<file path="src/design/mcr_pkg.sv">
// Shared opcodes, pixel sequencing constants and mirror decode for the circle rasterizer.
`default_nettype none

package mcr_pkg;

	// Command opcodes on the input word
	localparam logic OP_START = 1'b0;
	localparam logic OP_STEP  = 1'b1;

	// Pixels per octant point and the pixel index counter
	localparam int PIX_PER_POINT = 8;
	localparam int IDX_W = $clog2(PIX_PER_POINT);
	localparam logic [IDX_W-1:0] IDX_LAST = IDX_W'(PIX_PER_POINT - 1);

	// How one mirrored pixel is formed from the octant point
	typedef struct packed {
		logic swap;   // use y for the x offset and x for the y offset
		logic neg_x;  // subtract the x offset from the center
		logic neg_y;  // subtract the y offset from the center
	} mirror_t;

	// Pixel order: (-x,-y) (-y,-x) (-x,+y) (-y,+x) (+x,-y) (+y,-x) (+x,+y) (+y,+x)
	function automatic mirror_t mirror_of(logic [IDX_W-1:0] idx);
		mirror_t m;
		m.swap  = idx[0];
		m.neg_x = ~idx[2];
		m.neg_y = ~idx[1];
		return m;
	endfunction

endpackage

`default_nettype wire

</file>
<file path="src/design/mcr_front.sv">
// Front end: accepts start and step words, runs the midpoint recurrence, queues octant points.
`default_nettype none

module mcr_front import mcr_pkg::*; #(
	parameter int COORD_WIDTH  = 12,
	parameter int RADIUS_WIDTH = 10,
	parameter int ENTRY_W      = 2 * COORD_WIDTH + 2 * (RADIUS_WIDTH + 1) + 1
) (
	input  wire logic                           clk,
	input  wire logic                           arst_n,
	input  wire logic                           in_valid,
	output logic                                in_stall,
	input  wire logic                           opcode,
	input  wire logic signed [COORD_WIDTH-1:0]  center_x,
	input  wire logic signed [COORD_WIDTH-1:0]  center_y,
	input  wire logic        [RADIUS_WIDTH-1:0] radius,
	input  wire logic                           q_full,
	output logic                                q_push,
	output logic             [ENTRY_W-1:0]      q_wdata
);

	localparam int OW = RADIUS_WIDTH + 1;  // octant coordinate, signed (y can reach -1)
	localparam int DW = RADIUS_WIDTH + 4;  // decision value, signed

	typedef struct packed {
		logic signed [COORD_WIDTH-1:0] cx;
		logic signed [COORD_WIDTH-1:0] cy;
		logic signed [OW-1:0]          x;
		logic signed [OW-1:0]          y;
		logic                          done;
	} entry_t;

	logic signed [COORD_WIDTH-1:0] held_cx_q;
	logic signed [COORD_WIDTH-1:0] held_cy_q;
	logic signed [OW-1:0]          oct_x_q;
	logic signed [OW-1:0]          oct_y_q;
	logic signed [DW-1:0]          decision_q;
	logic                          active_q;

	logic                 accept;
	logic                 is_start;
	logic                 is_step;
	logic signed [OW-1:0] x_nxt;
	logic signed [OW-1:0] y_nxt;
	logic signed [DW-1:0] d_nxt;
	logic signed [DW-1:0] x_term;
	logic signed [DW-1:0] y_term;
	logic                 done_nxt;
	logic signed [OW-1:0] r_ext;
	entry_t               entry;

	assign in_stall = q_full;
	assign accept   = in_valid & ~in_stall;
	assign r_ext    = $signed({1'b0, radius});
	assign is_start = (opcode == OP_START);
	assign is_step  = (opcode == OP_STEP) && active_q && !(oct_x_q > oct_y_q);

	// One octant step of the midpoint recurrence
	always_comb begin
		x_nxt  = oct_x_q + OW'(1);
		x_term = ($signed({{(DW-OW){x_nxt[OW-1]}}, x_nxt}) <<< 1) + DW'(1);
		if (decision_q[DW-1]) begin
			y_nxt  = oct_y_q;
			y_term = '0;
		end else begin
			y_nxt  = oct_y_q - OW'(1);
			y_term = $signed({{(DW-OW){y_nxt[OW-1]}}, y_nxt}) <<< 1;
		end
		d_nxt    = decision_q + x_term - y_term;
		done_nxt = x_nxt > y_nxt;
	end

	// Point word handed to the back end
	always_comb begin
		if (is_start) begin
			entry.cx   = center_x;
			entry.cy   = center_y;
			entry.x    = '0;
			entry.y    = r_ext;
			entry.done = 1'b0;
		end else begin
			entry.cx   = held_cx_q;
			entry.cy   = held_cy_q;
			entry.x    = x_nxt;
			entry.y    = y_nxt;
			entry.done = done_nxt;
		end
	end

	assign q_push  = accept & (is_start | is_step);
	assign q_wdata = entry;

	// Circle state
	always_ff @(posedge clk or negedge arst_n) begin
		if (!arst_n) begin
			held_cx_q  <= '0;
			held_cy_q  <= '0;
			oct_x_q    <= '0;
			oct_y_q    <= '0;
			decision_q <= '0;
			active_q   <= 1'b0;
		end else if (accept) begin
			if (is_start) begin
				held_cx_q  <= center_x;
				held_cy_q  <= center_y;
				oct_x_q    <= '0;
				oct_y_q    <= r_ext;
				decision_q <= DW'(1) - $signed({{(DW-OW){1'b0}}, r_ext});
				active_q   <= 1'b1;
			end else if (is_step) begin
				oct_x_q    <= x_nxt;
				oct_y_q    <= y_nxt;
				decision_q <= d_nxt;
				active_q   <= ~done_nxt;
			end else begin
				active_q   <= 1'b0;
			end
		end
	end

endmodule

`default_nettype wire

</file>
<file path="src/design/mcr_queue.sv">
// Two-entry queue of octant points between the front and back ends.
`default_nettype none

module mcr_queue #(
	parameter int WIDTH = 45
) (
	input  wire logic             clk,
	input  wire logic             arst_n,
	input  wire logic             push,
	input  wire logic [WIDTH-1:0] wdata,
	input  wire logic             pop,
	output logic      [WIDTH-1:0] rdata,
	output logic                  full,
	output logic                  empty
);

	logic [WIDTH-1:0] slot_q [2];
	logic             wr_ptr_q;
	logic             rd_ptr_q;
	logic [1:0]       count_q;
	logic             do_push;
	logic             do_pop;

	assign full    = (count_q == 2'd2);
	assign empty   = (count_q == 2'd0);
	assign do_push = push & ~full;
	assign do_pop  = pop & ~empty;
	assign rdata   = slot_q[rd_ptr_q];

	// Storage
	always_ff @(posedge clk) begin
		if (do_push) begin
			slot_q[wr_ptr_q] <= wdata;
		end
	end

	// Pointers and fill count
	always_ff @(posedge clk or negedge arst_n) begin
		if (!arst_n) begin
			wr_ptr_q <= 1'b0;
			rd_ptr_q <= 1'b0;
			count_q  <= 2'd0;
		end else begin
			if (do_push) begin
				wr_ptr_q <= ~wr_ptr_q;
			end
			if (do_pop) begin
				rd_ptr_q <= ~rd_ptr_q;
			end
			if (do_push && !do_pop) begin
				count_q <= count_q + 2'd1;
			end else if (do_pop && !do_push) begin
				count_q <= count_q - 2'd1;
			end
		end
	end

endmodule

`default_nettype wire

</file>
<file path="src/design/mcr_back.sv">
// Back end: walks the eight mirrored pixels of the head point, one per cycle while out_stall is low.
`default_nettype none

module mcr_back import mcr_pkg::*; #(
	parameter int COORD_WIDTH  = 12,
	parameter int RADIUS_WIDTH = 10,
	parameter int ENTRY_W      = 2 * COORD_WIDTH + 2 * (RADIUS_WIDTH + 1) + 1
) (
	input  wire logic                          clk,
	input  wire logic                          arst_n,
	input  wire logic        [ENTRY_W-1:0]     q_rdata,
	input  wire logic                          q_empty,
	output logic                               q_pop,
	output logic                               out_valid,
	input  wire logic                          out_stall,
	output logic signed      [COORD_WIDTH:0]   pixel_x,
	output logic signed      [COORD_WIDTH:0]   pixel_y,
	output logic                               last_of_point,
	output logic                               circle_done
);

	localparam int OW = RADIUS_WIDTH + 1;
	localparam int SW = ((COORD_WIDTH > OW) ? COORD_WIDTH : OW) + 1;  // sum width

	typedef struct packed {
		logic signed [COORD_WIDTH-1:0] cx;
		logic signed [COORD_WIDTH-1:0] cy;
		logic signed [OW-1:0]          x;
		logic signed [OW-1:0]          y;
		logic                          done;
	} entry_t;

	entry_t             head;
	logic [IDX_W-1:0]   idx_q;
	logic               out_accept;
	mirror_t            mir;
	logic signed [OW-1:0] off_a;
	logic signed [OW-1:0] off_b;
	logic signed [SW-1:0] sum_x;
	logic signed [SW-1:0] sum_y;
	logic signed [SW-1:0] ext_a;
	logic signed [SW-1:0] ext_b;

	assign head       = q_rdata;
	assign out_valid  = ~q_empty;
	assign out_accept = out_valid & ~out_stall;
	assign q_pop      = out_accept && (idx_q == IDX_LAST);

	// Mirror the octant point about the held center
	always_comb begin
		mir   = mirror_of(idx_q);
		off_a = mir.swap ? head.y : head.x;
		off_b = mir.swap ? head.x : head.y;
		ext_a = $signed({{(SW-OW){off_a[OW-1]}}, off_a});
		ext_b = $signed({{(SW-OW){off_b[OW-1]}}, off_b});
		sum_x = $signed({{(SW-COORD_WIDTH){head.cx[COORD_WIDTH-1]}}, head.cx})
			+ (mir.neg_x ? -ext_a : ext_a);
		sum_y = $signed({{(SW-COORD_WIDTH){head.cy[COORD_WIDTH-1]}}, head.cy})
			+ (mir.neg_y ? -ext_b : ext_b);
	end

	assign pixel_x       = sum_x[COORD_WIDTH:0];
	assign pixel_y       = sum_y[COORD_WIDTH:0];
	assign last_of_point = (idx_q == IDX_LAST);
	assign circle_done   = last_of_point & head.done;

	// Pixel index within the current point
	always_ff @(posedge clk or negedge arst_n) begin
		if (!arst_n) begin
			idx_q <= '0;
		end else if (out_accept) begin
			idx_q <= idx_q + IDX_W'(1);
		end
	end

endmodule

`default_nettype wire

</file>
<file path="src/design/midpoint_circle_rasterizer.sv">
// Top level of the midpoint circle rasterizer: front end, point queue and pixel sequencer.
`default_nettype none

// A start word (opcode 0) loads center and radius and yields the eight mirrored
// pixels of the point (0, r); each step word (opcode 1) advances the octant walk one
// point and yields its eight pixels, with last_of_point on the eighth and circle_done
// on the eighth of the point that ends the walk. Steps after the walk has ended, or
// with no circle loaded, yield nothing. Input words are taken one per cycle into a
// two-entry point queue while it is not full; each point then occupies the result
// channel for its eight pixels, one pixel per cycle from the back-end sequencer while
// out_stall is low. Words that yield nothing push no queue entry. No clearing pass
// after reset.
module midpoint_circle_rasterizer import mcr_pkg::*; #(
	parameter int COORD_WIDTH  = 12,
	parameter int RADIUS_WIDTH = 10
) (
	input  wire logic                           clk,
	input  wire logic                           arst_n,
	input  wire logic                           in_valid,
	output logic                                in_stall,
	input  wire logic                           opcode,
	input  wire logic signed [COORD_WIDTH-1:0]  center_x,
	input  wire logic signed [COORD_WIDTH-1:0]  center_y,
	input  wire logic        [RADIUS_WIDTH-1:0] radius,
	output logic                                out_valid,
	input  wire logic                           out_stall,
	output logic signed      [COORD_WIDTH:0]    pixel_x,
	output logic signed      [COORD_WIDTH:0]    pixel_y,
	output logic                                last_of_point,
	output logic                                circle_done
);

	localparam int ENTRY_W = 2 * COORD_WIDTH + 2 * (RADIUS_WIDTH + 1) + 1;

	logic               q_push;
	logic               q_pop;
	logic               q_full;
	logic               q_empty;
	logic [ENTRY_W-1:0] q_wdata;
	logic [ENTRY_W-1:0] q_rdata;

	mcr_front #(
		.COORD_WIDTH (COORD_WIDTH),
		.RADIUS_WIDTH(RADIUS_WIDTH),
		.ENTRY_W     (ENTRY_W)
	) u_front (
		.clk     (clk),
		.arst_n  (arst_n),
		.in_valid(in_valid),
		.in_stall(in_stall),
		.opcode  (opcode),
		.center_x(center_x),
		.center_y(center_y),
		.radius  (radius),
		.q_full  (q_full),
		.q_push  (q_push),
		.q_wdata (q_wdata)
	);

	mcr_queue #(
		.WIDTH(ENTRY_W)
	) u_queue (
		.clk   (clk),
		.arst_n(arst_n),
		.push  (q_push),
		.wdata (q_wdata),
		.pop   (q_pop),
		.rdata (q_rdata),
		.full  (q_full),
		.empty (q_empty)
	);

	mcr_back #(
		.COORD_WIDTH (COORD_WIDTH),
		.RADIUS_WIDTH(RADIUS_WIDTH),
		.ENTRY_W     (ENTRY_W)
	) u_back (
		.clk          (clk),
		.arst_n       (arst_n),
		.q_rdata      (q_rdata),
		.q_empty      (q_empty),
		.q_pop        (q_pop),
		.out_valid    (out_valid),
		.out_stall    (out_stall),
		.pixel_x      (pixel_x),
		.pixel_y      (pixel_y),
		.last_of_point(last_of_point),
		.circle_done  (circle_done)
	);

endmodule

`default_nettype wire

</file>
<file path="config.mk">
export PLATFORM = sky130hd
export DESIGN_NAME = midpoint_circle_rasterizer
export DESIGN_NICKNAME = d
export VERILOG_FILES = /design/src/design/mcr_pkg.sv /design/src/design/mcr_front.sv /design/src/design/mcr_queue.sv /design/src/design/mcr_back.sv /design/src/design/midpoint_circle_rasterizer.sv
export SDC_FILE = /design/constraint.sdc
export NUM_CORES = 1
export LEC_CHECK = 0
export BUFFER_PORTS_ARGS = -buffer_cell sky130_fd_sc_hd__buf_4
export CAP_MARGIN = 20
export CORE_ASPECT_RATIO = 2
export CORE_UTILIZATION = 25
export CTS_CLUSTER_DIAMETER = 60
export DETAILED_ROUTE_END_ITERATION = 8
export SLEW_MARGIN = 20
export SYNTH_ARGS = -nofsm -noshare
export SYNTH_HDL_FRONTEND = slang
export SYNTH_SLANG_ARGS = --single-unit
</file>
<file path="constraint.sdc">
create_clock -name clk -period 5.8 [get_ports clk]
set_input_delay 1.16 -clock clk [delete_from_list [all_inputs] [get_ports clk]]
set_output_delay 1.16 -clock clk [all_outputs]
set_load 0.05 [all_outputs]
</file>
* Word level (Yosys, flattened, before mapping)
Memories as Yosys holds them, arrays and structs flattened. Cells that the tools add are included.
Cells by class: add/subtract/negate cells 13, magnitude comparators 2, eq/ne operators 3, mux-type cells 19, bitwise logic cells 14, reduce and logical (&&, ||, !) cells 12
Operators with widths (number):
- 11-bit two-way mux | 7
- 47-bit two-way mux | 1
- 14-bit two-way mux | 3
- 12-bit by 13-bit adder with 13-bit output | 2
- 13-bit two-way mux | 2
- 11-bit negation with 13-bit output | 2
- 11-bit greater-than comparator | 2
- 14-bit adder | 1
- 14-bit subtractor | 1
- 12-bit by 2-bit adder with 13-bit output (second input constant) | 1
- 11-bit by 2-bit adder with 11-bit output (second input constant) | 1
- 1-bit by 10-bit subtractor with 11-bit output (first input constant) | 1
- 11-bit by 2-bit subtractor with 11-bit output (second input constant) | 1
- 1-bit NOT | 7
- 1-bit AND | 6
- 1-bit logical AND | 5
- 1-bit two-way mux | 4
- 2-bit two-way mux | 2
- 2-bit AND reduction | 2
- 3-bit by 1-bit adder with 3-bit output (second input constant) | 1
- 3-bit equality test (second input constant) | 1
- 1-bit zero test | 3
- 2-bit by 1-bit adder with 2-bit output (second input constant) | 1
- 2-bit equality test (second input constant) | 1
- 5 further kinds | 5
Word-level totals: flip-flop bits (word level) 68, memory bits (writable) 94, input bits 39, output and inout bits 30, word-level logic and storage cells 74, memories 1
Memory list:
- u_queue.slot_q | words 2, bits a word 47, read ports 1, clocked after Yosys merged registers in 0, wr ports 1, RTL line mcr_queue.sv:17 | logic [WIDTH-1:0] slot_q [2];

* Logic depth before layout (Yosys ltp)
Gate-level depths: netlist of run 1.
word-level depth 10, mapped depth 16, mapped depth without buffers 16

* Cells and area by module
From an unflattened synthesis of run 1, not the netlist that was laid out.
Unflattened totals: cells, all modules 1006, area, all modules 11070.6 um^2
Modules (own cells, without submodules):
- mcr_front | instances 1, cells each 552, area an instance 5138.7 um^2, seq. area each 1526.5 um^2
- mcr_queue | instances 1, cells each 165, area an instance 3667.3 um^2, seq. area each 2922.8 um^2
- mcr_back | instances 1, cells each 289, area an instance 2264.7 um^2, seq. area each 75.1 um^2

* Worst setup path before layout of run 1
Ideal clock, no wire load.
path type register to output, start point reg u_back.idx_q[0], end point out pixel_x[12], arrival 4.506 ns, data required time 4.640 ns, path slack 0.134 ns, cell stages (with the launch flop) 16, buffers on the path 3, path through dfrtp_1 buf_2 buf_1 buf_1 mux4_2 inv_1 ha_1 mux2_2 fa_1 a21o_1 a21oi_1 o21ai_0 a221o_1 a21oi_1 o21ai_0 xnor2_1
Between the ends: cells in the longest elaborated chain, start to end 4
RTL lines:
- from (decl) | RTL line mcr_back.sv:34 | logic [IDX_W-1:0] idx_q;
- from (signal assigned) | RTL line mcr_back.sv:72 | idx_q <= idx_q + IDX_W'(1);
- 11-bit two-way mux * | RTL line mcr_back.sv:52 | off_a = mir.swap ? head.y : head.x;
- 11-bit negation with 13-bit output | RTL line mcr_back.sv:57 | + (mir.neg_x ? -ext_a : ext_a);
- 13-bit two-way mux * | RTL line mcr_back.sv:57
- 12-bit by 13-bit adder with 13-bit output * | RTL line mcr_back.sv:57
- to (decl) | RTL line midpoint_circle_rasterizer.sv:27 | output logic signed [COORD_WIDTH:0] pixel_x,
Every way passes the cells marked *; elsewhere a longest branch is shown, timed or not.

* Worst setup path in the final report of run 1
start point reg u_queue.rd_ptr_q, end point out pixel_y[11]
Between the ends: cells in the longest elaborated chain, start to end 5
RTL lines:
- from (decl) | RTL line mcr_queue.sv:19 | logic rd_ptr_q;
- from (signal assigned) | RTL line mcr_queue.sv:48 | rd_ptr_q <= ~rd_ptr_q;
- memory read 2 x 47 bit *
- 11-bit two-way mux | RTL line mcr_back.sv:53 | off_b = mir.swap ? head.x : head.y;
- 11-bit negation with 13-bit output | RTL line mcr_back.sv:59 | + (mir.neg_y ? -ext_b : ext_b);
- 13-bit two-way mux | RTL line mcr_back.sv:59
- 12-bit by 13-bit adder with 13-bit output * | RTL line mcr_back.sv:59
- to (decl) | RTL line midpoint_circle_rasterizer.sv:28 | output logic signed [COORD_WIDTH:0] pixel_y,
Marked as above.

==> metrics, run 1 <==
status=finished, final reports clean; postcts setup bufs=0; Syn Std Cell Area=roughly 0.010 mm2; f_max=between 150 and 200 MHz; CP Launch Type=flip-flop; post-synth top area share=0.272; global-route wire length before repair=between 40000 and 50000 um; FF-to-FF Start=u_front.oct_y_q[2]; CP delay by family, top=compound AO/OA/AOI/OAI gates; Worst Setup Path Type=flip-flop to primary output; clock sink count=162; DRC violations left=0; WL/cell=~17 um; slowest stage delay, CP=~0.56 ns; Tightest Hold Check Type=flip-flop to flip-flop; via count=roughly 7.2k; Pins Over Slew Limit=0; Ports=69; vias in the first global route=7761; CTS Hold Bufs=0; CP Cell Sequence=buf_4 > mux4_2 > inv_1 > ha_1 > nand2b_1 > nor3_1 > nor2_1 > xor2_1 > ha_1 > a21o_1 > a21o_1 > a21oi_1 > o21ai_0 > a31oi_1 > xnor2_1 > buf_4; dominant cells by area after synthesis=edfxtp_1 27%, dfrtp_1 16%, mux2_2 9.0%; Seq/Total Area, Yosys=0.436; Die Span Y=290 um; kind of end point of the critical path=primary output; hpwl dp=19900 um; count leader, synth=edfxtp_1; largest net degree at the start of global routing=70; cts bufs inserted=17; Max Cap Viol=0; RSZ-0062 raised after global routing=false; WL final=roughly 26000 um; CTS tree=yes; slew margin rel.=0.354; Fill cells=~4.2k; DRT Pass-1 Iters=6; clock root buffer=clkbuf_16; Worst Max-Slew Pin Slew=0.969 ns; H-tree depth=4; Hold Startpoint=u_queue.count_q[1]; Setup crit start=u_queue.rd_ptr_q; Yosys warnings=0; fin crit share=0.947; Syn-to-layout area delta=16.6%; CP max stage cell=mux4_2; Routed Antenna Nets=0; Resize count post-CTS=0; Nets=about 1.1k; DRT iter0 DRCs=323; WP data arrival=around 4.3 ns; syn avg cell area=roughly 11 um2; buffers and inverters on the worst path=3; Via density=between 4 and 5; antenna violations before repair=0; Required @ worst endpoint=about 4.6 ns; latest clock arrival within the worst-skew pair=0.45 ns; Bufs on Longest Clock Path=2; total global-route track usage=0.127; layout cells sized above 1=0.232; core area=approximately 0.041 mm2; Post-synth EDFFs=94; clock skew=about 0.012 ns; count of final setup violators=0; die width=roughly 150 um; Async SR Flop Fraction=0.420; Mapped Nets=roughly 1.0k; Port-buffer cells=68; total die area=roughly 0.042 mm2; cell taking the most area after synthesis=edfxtp_1; ant diodes=0; Synth Instances=about 920; num rows=105; register bit total from synthesis=162; Fin. Hold Viols=0; gr ovfl total=0; synth unique cells=a little under 60; fin crit period=5.50 ns; predominant post-synthesis flop cell=edfxtp_1; clock transition at the registers of the reported paths=0.07 ns; crit-path max FO=16; Initial Util=0.253; Final Wtd Congestion=slightly above 0.8; Fin Setup TNS=0 ns; Commonest cells post-synth=94 x edfxtp_1, 83 x mux2_2, 71 x ha_1
## metrics by stage
stage / hold slack (ns) / cells / cell area [um2] / util / worst slack (ns)
finish: 0.495 / 1528 / 12100 / 0.295 / 0.305
global route: 0.507 / 1528 / 12100 / 0.295 / 0.0296
CTS: 0.496 / 1528 / 12100 / 0.295 / 0.297
detailed placement: 0.482 / 1496 / 11500 / 0.281 / 0.786
global placement: 0.464 / 1496 / 11500 / 0.281 / 0.856
floorplan: 0.442 / 915 / 10400 / - / 0.134
## cell usage in the layout, fill, tap and decap left out, types with 5 or more instances in the layout
cell / count
a211oi_1: 8
a21o_1: 18
a21oi_1: 57
a31oi_1: 5
and3_1: 5
buf_4: 80
clkbuf_16: 17
dfrtp_1: 67
edfxtp_1: 94
fa_1: 14
ha_1: 71
inv_1: 54
mux2_2: 83
mux4_2: 22
nand2_1: 59
nand2b_1: 9
nand3_1: 8
nand4_1: 9
nor2_1: 61
nor2b_1: 17
nor3_1: 14
nor4_1: 6
o21a_1: 6
o21ai_0: 36
o21bai_1: 9
o22ai_1: 5
or2_2: 6
or3_1: 6
xnor2_1: 56
xor2_1: 36
## flip-flops by register name, summed over array words and instances, names as in the netlist
| signal | count |
|---|---|
| u_front.held_cx_q | 12 |
| u_queue.rd_ptr_q | 1 |
| u_front.oct_x_q | 11 |
| u_queue.count_q | 2 |
| u_front.decision_q | 14 |
| u_front.held_cy_q | 12 |
| u_queue.wr_ptr_q | 1 |
| u_queue.slot_q | 94 |
| u_front.oct_y_q | 11 |
| u_front.active_q | 1 |
| u_back.idx_q | 3 |
## path summary, 6_finish.rpt
check,end,slack [ns],cells after the start
max,pixel_y[11],0.30,16
min,u_queue.count_q[1],0.49,1
max reg2reg,u_front.decision_q[13],1.45,15
min reg2reg,u_queue.count_q[1],0.49,1
max in group asynchronous,u_queue.rd_ptr_q,4.08,2
min in group asynchronous,u_front.held_cx_q[3],0.52,1
## routing by layer
layer	vias to the layer above	global-route usage	wire, um
met3	66	0.0222	715
met4	0	0.0795	1350
met5	-	0	0
li1	3417	-	-
met1	3517	0.122	9180
met2	150	0.245	14600
## logic make-up after synthesis
logic type | after synthesis | share of synthesized area
XOR/XNOR | 92 | 0.0776
buffers and inverters | 89 | 0.0341
adder cells (fa/ha/maj) | 85 | 0.113
flip-flops | 162 | 0.436
AND/OR/NAND/NOR | 216 | 0.101
AO/OA/AOI/OAI | 162 | 0.0967
multiplexers | 109 | 0.142
## worst reg2reg max path, stage by stage, from the launching register on
cell	delay, ns
dfrtp_1	0.47
or3_1	0.47
or3_1	0.40
or3_1	0.41
nor3_1	0.22
xnor2_1	0.15
nand2_1	0.09
fa_1	0.47
ha_1	0.40
a21oi_1	0.23
o21ai_0	0.16
a41oi_1	0.18
a21oi_1	0.08
xnor2_1	0.17
a211o_1	0.29
o21ai_0	0.07
## layout make-up
class                   count  area [um2]  share of cell area
clock buffers              19         433              0.0358
inverters                  55         206              0.0171
repair buffers             80         601              0.0496
flip-flops and latches    162        4530               0.374
well taps                 535         669              0.0553
multi-input cells         664        5520               0.456
clock inverters            13         145              0.0120
Power of run 1 is left out: the tool's default activity adds up to more than one toggle a clock period on the data nets, which glitch-free logic cannot reach.
==> run 2, diff against run 1 <==
--- a/config.mk
+++ b/config.mk
@@ -11,6 +11,7 @@
 export CORE_UTILIZATION = 25
 export CTS_CLUSTER_DIAMETER = 60
 export DETAILED_ROUTE_END_ITERATION = 8
+export PLACE_DENSITY_LB_ADDON = 0.2
 export SLEW_MARGIN = 20
 export SYNTH_ARGS = -nofsm -noshare
 export SYNTH_HDL_FRONTEND = slang
==> run 2 against run 1 <==
Sequential share of layout area fell by 0.35 points. Via count decreased by 2.5%. Worst setup slack gained 0.034 ns. Final cell count about the same. Non-clock buffer count is 1 higher. Sequential cell count unchanged. Global-route usage up 0.75 points. Clock skew increased by 0.00082 ns. Count of clock-buffer cells in the layout down 1. Register-to-register slack got worse by 0.02 ns. Fmax rose by 0.62%.
==> metrics, run 2 (synthesis gave the netlist of run 1 again) <==
status=finished, final reports clean; core area=around 0.04 mm2; CP Cell Sequence=buf_6 > mux4_2 > inv_1 > ha_1 > nand2b_1 > nor3_2 > nor2_1 > xor2_1 > ha_1 > a21o_1 > a21o_1 > a21oi_1 > o21ai_0 > a31oi_1 > xnor2_1 > buf_4; most frequent cells in the layout=94 x edfxtp_1, 83 x mux2_2, 79 x buf_4; Nets=1105; Final Wtd Congestion=0.803; clock root buffer=clkbuf_16; Worst Hold Depth=2; f_max=between 150 and 200 MHz; DRT Pass-1 Iters=4; latest clock arrival within the worst-skew pair=0.45 ns; Port-buffer cells=68; hold_ws=around 0.48 ns; hpwl dp=21300 um; WL/cell=17.9 um; Routed Antenna Nets=0; DRC violations left=0; CP max stage cell=dfrtp_4; area of the multi-input gates=0.00554 mm2; clock sink count=~160; Syn-to-layout area delta=17.7%; fin crit period=5.46 ns; gr ovfl total=0; CTS tree=yes; cts bufs inserted=17; CP Launch Type=flip-flop; Pins Over Slew Limit=0; Reg2Reg Setup Slack=~1.4 ns; clock transition at the registers of the reported paths=approximately 0.070 ns; Die Span Y=around 290 um; WL final=27300 um; total die area=around 0.042 mm2; clock skew=~0.013 ns; slew margin rel.=0.312; slowest stage delay, CP=between 0.5 and 0.6 ns; WHS Endpoint=u_front.active_q; Ports=~70; Fin Setup TNS=0 ns; Bufs on Longest Clock Path=2; largest net degree at the start of global routing=between 50 and 60; Initial Util=0.253; layout cells sized above 1=0.236; fin crit share=0.942; ant diodes=0; Biggest register=u_queue.slot_q; number of cells on the worst reg-to-reg path=15; FF-to-FF Start=u_front.oct_y_q[2]; kind of end point of the critical path=primary output; DRT iter0 DRCs=217; Hold Startpoint=u_front.active_q; count of final setup violators=0; total global-route track usage=0.134; crit-path max FO=14; H-tree depth=4; Layout Utilization=0.298; die width=approximately 150 um; WP data arrival=roughly 4.3 ns; Via density=approximately 4.6; Reg area=between 0.004 and 0.005 mm2; Tightest Hold Check Type=flip-flop to flip-flop; RSZ-0062 raised after global routing=false; Fill cells=roughly 4.3k; Required @ worst endpoint=around 4.6 ns; Largest regs=u_queue.slot_q (94), u_front.decision_q (14); num rows=105; vias in the first global route=between 7k and 8k; via count=around 7k; RR Endpoint=u_front.decision_q[13]; antenna violations before repair=0; Worst Max-Slew Pin Slew=1.03 ns; max reg flops=94; most common cell after layout, fill and taps aside=edfxtp_1; Worst Setup Path Type=flip-flop to primary output; Fin. Hold Viols=0; Max Cap Viol=0; global-route wire length before repair=42800 um
[run 2: cell types whose count changed in the layout (fill, tap and decap cells not counted), sizes merged]
cell / change
inv: +1
clkinv: -3
clkinvlp: -1
clkbuf: -1
bufinv: +4
buf: +1
[run 2: worst max-delay path: cells and delay by family (launching register included)]
family | cells | cell delay, ns
xor gates and xnor gates | 2 | 0.30
adders and majority gates | 2 | 0.53
muxes | 1 | 0.57
AOI/OAI and AO/OA | 5 | 0.92
buffers and inverters | 3 | 0.51
DFF | 1 | 0.57
and+or+nand+nor | 3 | 0.43
[run 2: cell type report]
cell class	instances	share of cell area
multi-input cells	664	0.453
flip-flops and latches	162	0.371
well taps	535	0.0548
repair buffers	81	0.0504
clock buffers	18	0.0351
clock inverters	14	0.0191
inverters	55	0.0169
[run 2: how the worst max path moves through the flow]
stage / start / to / cells past startpoint
after global placement: u_queue.rd_ptr_q / pixel_y[11] / 16
final: u_queue.rd_ptr_q / pixel_y[11] / 16
after detailed placement: u_queue.rd_ptr_q / pixel_y[11] / 16
after floorplan: u_back.idx_q[0] / pixel_x[12] / 15
after global routing: u_queue.rd_ptr_q / pixel_y[11] / 16
after CTS: u_queue.rd_ptr_q / pixel_y[11] / 16
[run 2: what timing repair did]
item,CTS,global route
resized for setup,0,5
hold buffers,0,0
setup buffers,0,0
endpoints found under the setup margin,0,3
[run 2: metrics by stage]
| stage | worst slack, ns | area (um2) | std cells |
|---|---|---|---|
| 6_report | 0.339 | 12200 | 1529 |
| 5_1_grt | 0.0392 | 12200 | 1529 |
| 4_1_cts | 0.0867 | 12200 | 1529 |
| 3_5_place_dp | 0.581 | 11500 | 1497 |
| 3_3_place_gp | 0.612 | 11500 | 1497 |
| 2_1_floorplan | 0.134 | 10400 | 915 |
[run 2: per-layer routing]
metal	vias to the layer above	share of wire	track usage
met2	95	0.57	0.268
met1	3405	0.35	0.124
met3	46	0.022	0.0209
met4	0	0.051	0.0821
li1	3426	-	-
met5	-	0	0
Power of run 2 is left out for the same reason.
